**config.mk**
```make
export PLATFORM = sky130hd
export DESIGN_NAME = mfw_sorter
export DESIGN_NICKNAME = d
export VERILOG_FILES = /design/src/sv/mfw_pkg.sv /design/src/sv/mfw_sorter.sv
export SDC_FILE = /design/constraint.sdc
export NUM_CORES = 2
export LEC_CHECK = 0
export BUFFER_PORTS_ARGS = -buffer_cell sky130_fd_sc_hd__buf_2
export CORE_MARGIN = 5
export CORE_UTILIZATION = 60
export CTS_CLUSTER_DIAMETER = 120
export DETAILED_ROUTE_END_ITERATION = 7
export PLACE_DENSITY = 0.76
export SETUP_SLACK_MARGIN = 0.2
export SLEW_MARGIN = 20
export SYNTH_ARGS = -nofsm -noshare
export SYNTH_HDL_FRONTEND = slang
export SYNTH_SLANG_ARGS = --single-unit
```
**constraint.sdc**
```tcl
create_clock -name clock -period 8.7 [get_ports clock]
set_clock_uncertainty 0.2 [all_clocks]
set_input_delay 1.74 -clock clock [delete_from_list [all_inputs] [get_ports clock]]
set_output_delay 1.74 -clock clock [all_outputs]
set_load 0.005 [all_outputs]
```
**src/sv/mfw_pkg.sv**
```systemverilog
`timescale 1ns / 1ps
package mfw_pkg;

   localparam int MAX_RADIUS = 2;
   localparam int MAX_WIDTH  = 1024;
   localparam int MAX_HEIGHT = 4096;
   localparam int PIXEL_BITS = 16;

   localparam int SLOTS   = 2 * MAX_RADIUS + 2;
   localparam int WIN_MAX = (2 * MAX_RADIUS + 1) * (2 * MAX_RADIUS + 1);

   localparam int COL_W  = 11;
   localparam int ROW_W  = 13;
   localparam int RAD_W  = 2;
   localparam int XW     = $clog2(MAX_WIDTH);
   localparam int SLOT_W = $clog2(SLOTS);
   localparam int ADDR_W = SLOT_W + XW;
   localparam int CNT_W  = $clog2(WIN_MAX + 1);
   localparam int SIDE_W = $clog2(2 * MAX_RADIUS + 2);
   localparam int CSR_W  = ROW_W;
   localparam int CSR_IDX_W = 2;

   localparam logic CMD_PIXEL = 1'b0;
   localparam logic CMD_FLUSH = 1'b1;

   localparam logic [CSR_IDX_W-1:0] CSR_FRAME_WIDTH   = 2'd0;
   localparam logic [CSR_IDX_W-1:0] CSR_FRAME_HEIGHT  = 2'd1;
   localparam logic [CSR_IDX_W-1:0] CSR_WINDOW_RADIUS = 2'd2;

   typedef struct packed {
      logic                  command;
      logic [PIXEL_BITS-1:0] pixel_value;
   } req_type;

   typedef struct packed {
      logic [PIXEL_BITS:0] median_half;
      logic                frame_last;
   } rsp_type;

   typedef struct packed {
      logic clear;
      logic insert;
      logic drop;
   } sort_ctrl_type;

   typedef struct packed {
      logic                done;
      logic [PIXEL_BITS:0] median_half;
   } sort_stat_type;

endpackage

```
**src/sv/mfw_sorter.sv**
```systemverilog
`timescale 1ns / 1ps
module mfw_sorter (
   input  logic                             clock,
   input  logic                             reset,
   input  mfw_pkg::sort_ctrl_type           ctrl,
   input  logic [mfw_pkg::PIXEL_BITS-1:0]   din,
   output mfw_pkg::sort_stat_type           stat
);

   logic [mfw_pkg::PIXEL_BITS-1:0] s_ff [mfw_pkg::WIN_MAX];
   logic [mfw_pkg::PIXEL_BITS-1:0] s_in [mfw_pkg::WIN_MAX];
   logic [mfw_pkg::CNT_W-1:0]      k_ff, k_in;
   logic [mfw_pkg::CNT_W-1:0]      dcnt_ff, dcnt_in;
   logic [mfw_pkg::WIN_MAX-1:0]    gt;
   logic [mfw_pkg::CNT_W-1:0]      drop_need;

   // Ascending insertion: entries above the new value shift up by one.
   always_comb begin
      for (int p = 0; p < mfw_pkg::WIN_MAX; p++) begin
         gt[p] = (mfw_pkg::CNT_W'(p) < k_ff) && (s_ff[p] > din);
      end
      for (int p = 0; p < mfw_pkg::WIN_MAX; p++) begin
         s_in[p] = s_ff[p];
         if (ctrl.insert) begin
            if (p > 0 && gt[(p > 0) ? p - 1 : 0]) begin
               s_in[p] = s_ff[(p > 0) ? p - 1 : 0];
            end else if (gt[p] || mfw_pkg::CNT_W'(p) >= k_ff) begin
               s_in[p] = din;
            end
         end else if (ctrl.drop) begin
            if (p < mfw_pkg::WIN_MAX - 1) begin
               s_in[p] = s_ff[(p < mfw_pkg::WIN_MAX - 1) ? p + 1 : p];
            end
         end
      end
      k_in    = k_ff;
      dcnt_in = dcnt_ff;
      if (ctrl.clear) begin
         k_in    = '0;
         dcnt_in = '0;
      end else if (ctrl.insert) begin
         k_in = k_ff + 1'b1;
      end else if (ctrl.drop) begin
         dcnt_in = dcnt_ff + 1'b1;
      end
   end

   always_ff @(posedge clock) begin
      if (reset) begin
         k_ff    <= '0;
         dcnt_ff <= '0;
      end else begin
         k_ff    <= k_in;
         dcnt_ff <= dcnt_in;
      end
   end

   always_ff @(posedge clock) begin
      s_ff <= s_in;
   end

   // Drop the (k-1)/2 smallest; the median then sits at the bottom.
   assign drop_need = (k_ff - 1'b1) >> 1;

   always_comb begin
      stat.done = (k_ff == '0) || (dcnt_ff == drop_need);
      if (k_ff == '0) begin
         stat.median_half = '0;
      end else if (k_ff[0]) begin
         stat.median_half = {s_ff[0], 1'b0};
      end else begin
         stat.median_half = {1'b0, s_ff[0]} + {1'b0, s_ff[1]};
      end
   end

endmodule

```
==> flow_summary_export.csv <==
group,metric,value,unit
drt,viasPerCell,7.39,
worst_setup_path,crit_arrival,6.54,ns
drt,wl_per_cell,28.1,um
power,leakage,13.0,nW
synth,synthMuxAreaShare,4.75,%
worst_setup_path,cp_cell_sequence,"buf_2, clkinv_1, buf_4, ha_1, nand2_1, or4b_4, o221ai_2, nand2_1, a41oi_1, buf_4",
synth,synth_fa_ha_area_share,16.7,%
synth,ys_types,82,
placed_design,place_hpwl,76500,um
die,die-area,57700,um2
global_routing,grt_pass1_vias,29100,
synth,synth-simple-area-share,15.3,%
placed_design,place.gp.congestion,1.01,
synth,ys_seq_elements,410,
outcome,outcome,"completed",
worst_setup_path,cp_top_family,"buffers and inverters",
finish,multi_input_area,18400,um2
finish,final_net_count,3793,
synth,seq_area_frac_synth,38.4,%
synth,synth_fp_nets,3855,
timing,finalMaxSlewViolations,0,
global_routing,gr-total-overflow,0,
power,powerDensity,175,nW/um2
clock_tree,cts_made_buffers,48,
worst_setup_path,path_buf_inv,4,
synth,synth_edf_count,400,
global_routing,grt_start_max_net_pins,209,
power,swShare,33.1,%
drt,wl_met2,50800,um
clock_tree,tritoncts,"built",
worst_setup_path,worstPathRequired,8.80,ns
finish,instances_no_fill,4074,
synth,synth_top_family_by_area,"compound AO/OA/AOI/OAI gates",
clock_tree,ctsRootBufferMaster,"clkbuf_16",
finish,area_delta_synth_final,7.00,%
die,ios,39,
drt,dr.pass1.iters,8,
synth,synth_top_area_share,37.8,%
die,initial_core_util,60.5,%
finish,antenna_cells,0,
global_routing,grt_pass1_wl,170000,um
power,p_switching,1.97,mW
synth,synthArstFlopShare,0,%
finish,final-seq-area,12200,um2
global_routing,grt_usage,38.2,%
drt,post-route-drc-count,0,
timing,tightestPinTransition,1.13,ns
timing,slew_headroom,24.7,%
clock_tree,cts.clk_slew.worst_paths,0.06,ns
synth,postSynthAreaPerCell,9.32,um2
clock_tree,cts_hold_buf,0,
die,die_h,240,um
drt,finalWirelength,114000,um
clock_tree,clk_latency,0.61,ns
power,combPwrFrac,22.4,%
worst_setup_path,startpoint_type,"input port",
synth,synthTopCellsByCount,"422 x ha_1, 417 x nor2_1, 400 x edfxtp_1, 312 x a21oi_1, 297 x nand3_1",
finish,fillers,4304,
global_routing,antenna_found_initial,4,
job,cap_violations,0,
synth,synth_flop_cell,"edfxtp_1",
worst_setup_path,slowest_stage,"clkinv_1",
timing,setup_violations,0,
drt,vias,30100,
drt,highest_layer,"met4",
timing,tns,0,ns
drt,dr_wl_met3,13500,um
worst_setup_path,crit_path_end_kind,"register",
synth,syn_inst,3411,
synth,synth_top_area_cell,"edfxtp_1",
placed_design,place_inst,3984,
timing,post-route-period-util,74.1,%
synth,yosysMostFrequentCell,"ha_1",
synth,syn-cell-area,31800,um2
drt,drtAntennaViolNets,0,
worst_setup_path,critPathMaxFanout,23,
timing,fmax,155,MHz
hold_path,hold_path.class,"register to register",
placed_design,io_buffers,38,
drt,m1WireLength,40900,um
clock_tree,cts_sinks,410,
timing,period_minus_slack,6.44,ns
worst_setup_path,max_stage_delay,0.78,ns
drt,drt-initial-drc-count,4127,
clock_tree,cts_setup_buffers,0,
power,internal-power,3.99,mW
synth,yosys.area_share.xor_xnor,0.523,%
synth,synth_compound_area_share,20.5,%
die,rows,84,
clock_tree,cts-resized-gates,0,
clock_tree,clockBufferDepth,3,
synth,ys.warnings.count,0,
power,pwr-share-seq,44.4,%
clock_tree,h-tree-depth,2,
die,die_x,240,um
synth,synth_area_leaders,"edfxtp_1 38%, ha_1 17%, a31oi_1 5.1%",
die,core_area,52600,um2
finish,drive_above_1_share,7.62,%
timing,rsz0062_at_grt,"no",
power,ir_worst_vdd,143,uV
worst_setup_path,criticalPathCategory,"input port to register",
timing,hold_viol_final,0,
power,power_frac_clock,33.2,%
==> cells by family (layout without fill, tap and decap cells) <==
kind of cell / Yosys count / count (layout)
buffers and inverters: 293 / 268
and+or+nand+nor: 1046 / 1046
DFF: 410 / 410
AOI/OAI and AO/OA: 1077 / 1077
xor gates and xnor gates: 19 / 19
adders and majority gates: 423 / 423
muxes: 143 / 143
==> worst reg2reg max path, stage by stage, from the launching register on <==
cell and delay [ns]:
dfxtp_1 0.86, or2_1 0.46, and2_1 0.38, o21ai_0 0.28, a21oi_2 0.62, nand2_1 0.27
a31oi_2 0.82
==> path summary, 6_finish.rpt <==
path              depth (start not counted)  startpoint         end  slack, ns
hold / removal                            2  dcnt_ff[4]  dcnt_ff[4]       0.32
setup / recovery                         10      din[6]   s_ff[306]       2.26
setup reg to reg                          6     k_ff[1]    s_ff[71]       4.42
hold reg to reg                           2  dcnt_ff[4]  dcnt_ff[4]       0.32
==> cell type report <==
cell class | instances | share of cell area, %
flip-flops and latches | 410 | 35.9
repair buffers | 117 | 2.42
inverters | 64 | 0.706
multi-input cells | 2708 | 54.1
clock buffers | 67 | 3.86
clock inverters | 20 | 0.460
well taps | 688 | 2.53
==> cell usage in the layout, fill, tap and decap left out, drive strengths merged, types with 69 or more instances in the layout <==
master / n
ha: 422
nor2: 417
nand3: 297
o21ai: 277
clkbuf: 69
a21oi: 313
edfxtp: 400
buf: 115
a21o: 71
mux2i: 109
nand4: 74
a31oi: 259
nand2: 144
==> metal layers <==
layer | vias up | track usage (%)
met4 | 0 | 24.6
met3 | 642 | 9.05
met1 | 14200 | 47.9
met5 | - | 0
li1 | 13000 | -
met2 | 2247 | 59.6
==> power groups by stage <==
stage	clock network (mW)	logic, mW	registers [mW]
after global routing	2.06	1.46	2.64
after CTS	1.97	1.29	2.62
after floorplan	0	0.922	2.55
final	1.98	1.33	2.65
after global placement	0	1.20	2.66
after detailed placement	0	1.28	2.66
==> state kept, by name, summed over array words and instances, names as in the netlist <==
| signal | cells |
|---|---|
| s_ff | 400 |
| dcnt_ff | 5 |
| k_ff | 5 |
==> per-stage QoR <==
stage	instance area [um2]	hold WS (ns)	power, mW	utilization [%]	setup slack, ns
global route	34000	0.337	6.17	64.7	2.20
finish	34000	0.315	5.96	64.7	2.26
global placement	32500	0.293	3.86	61.9	1.99
floorplan	31800	0.271	3.47	-	3.46
CTS	34000	0.321	5.88	64.7	2.33
detailed placement	32500	0.305	3.94	61.9	1.81
(Power assumes the default switching activity.)
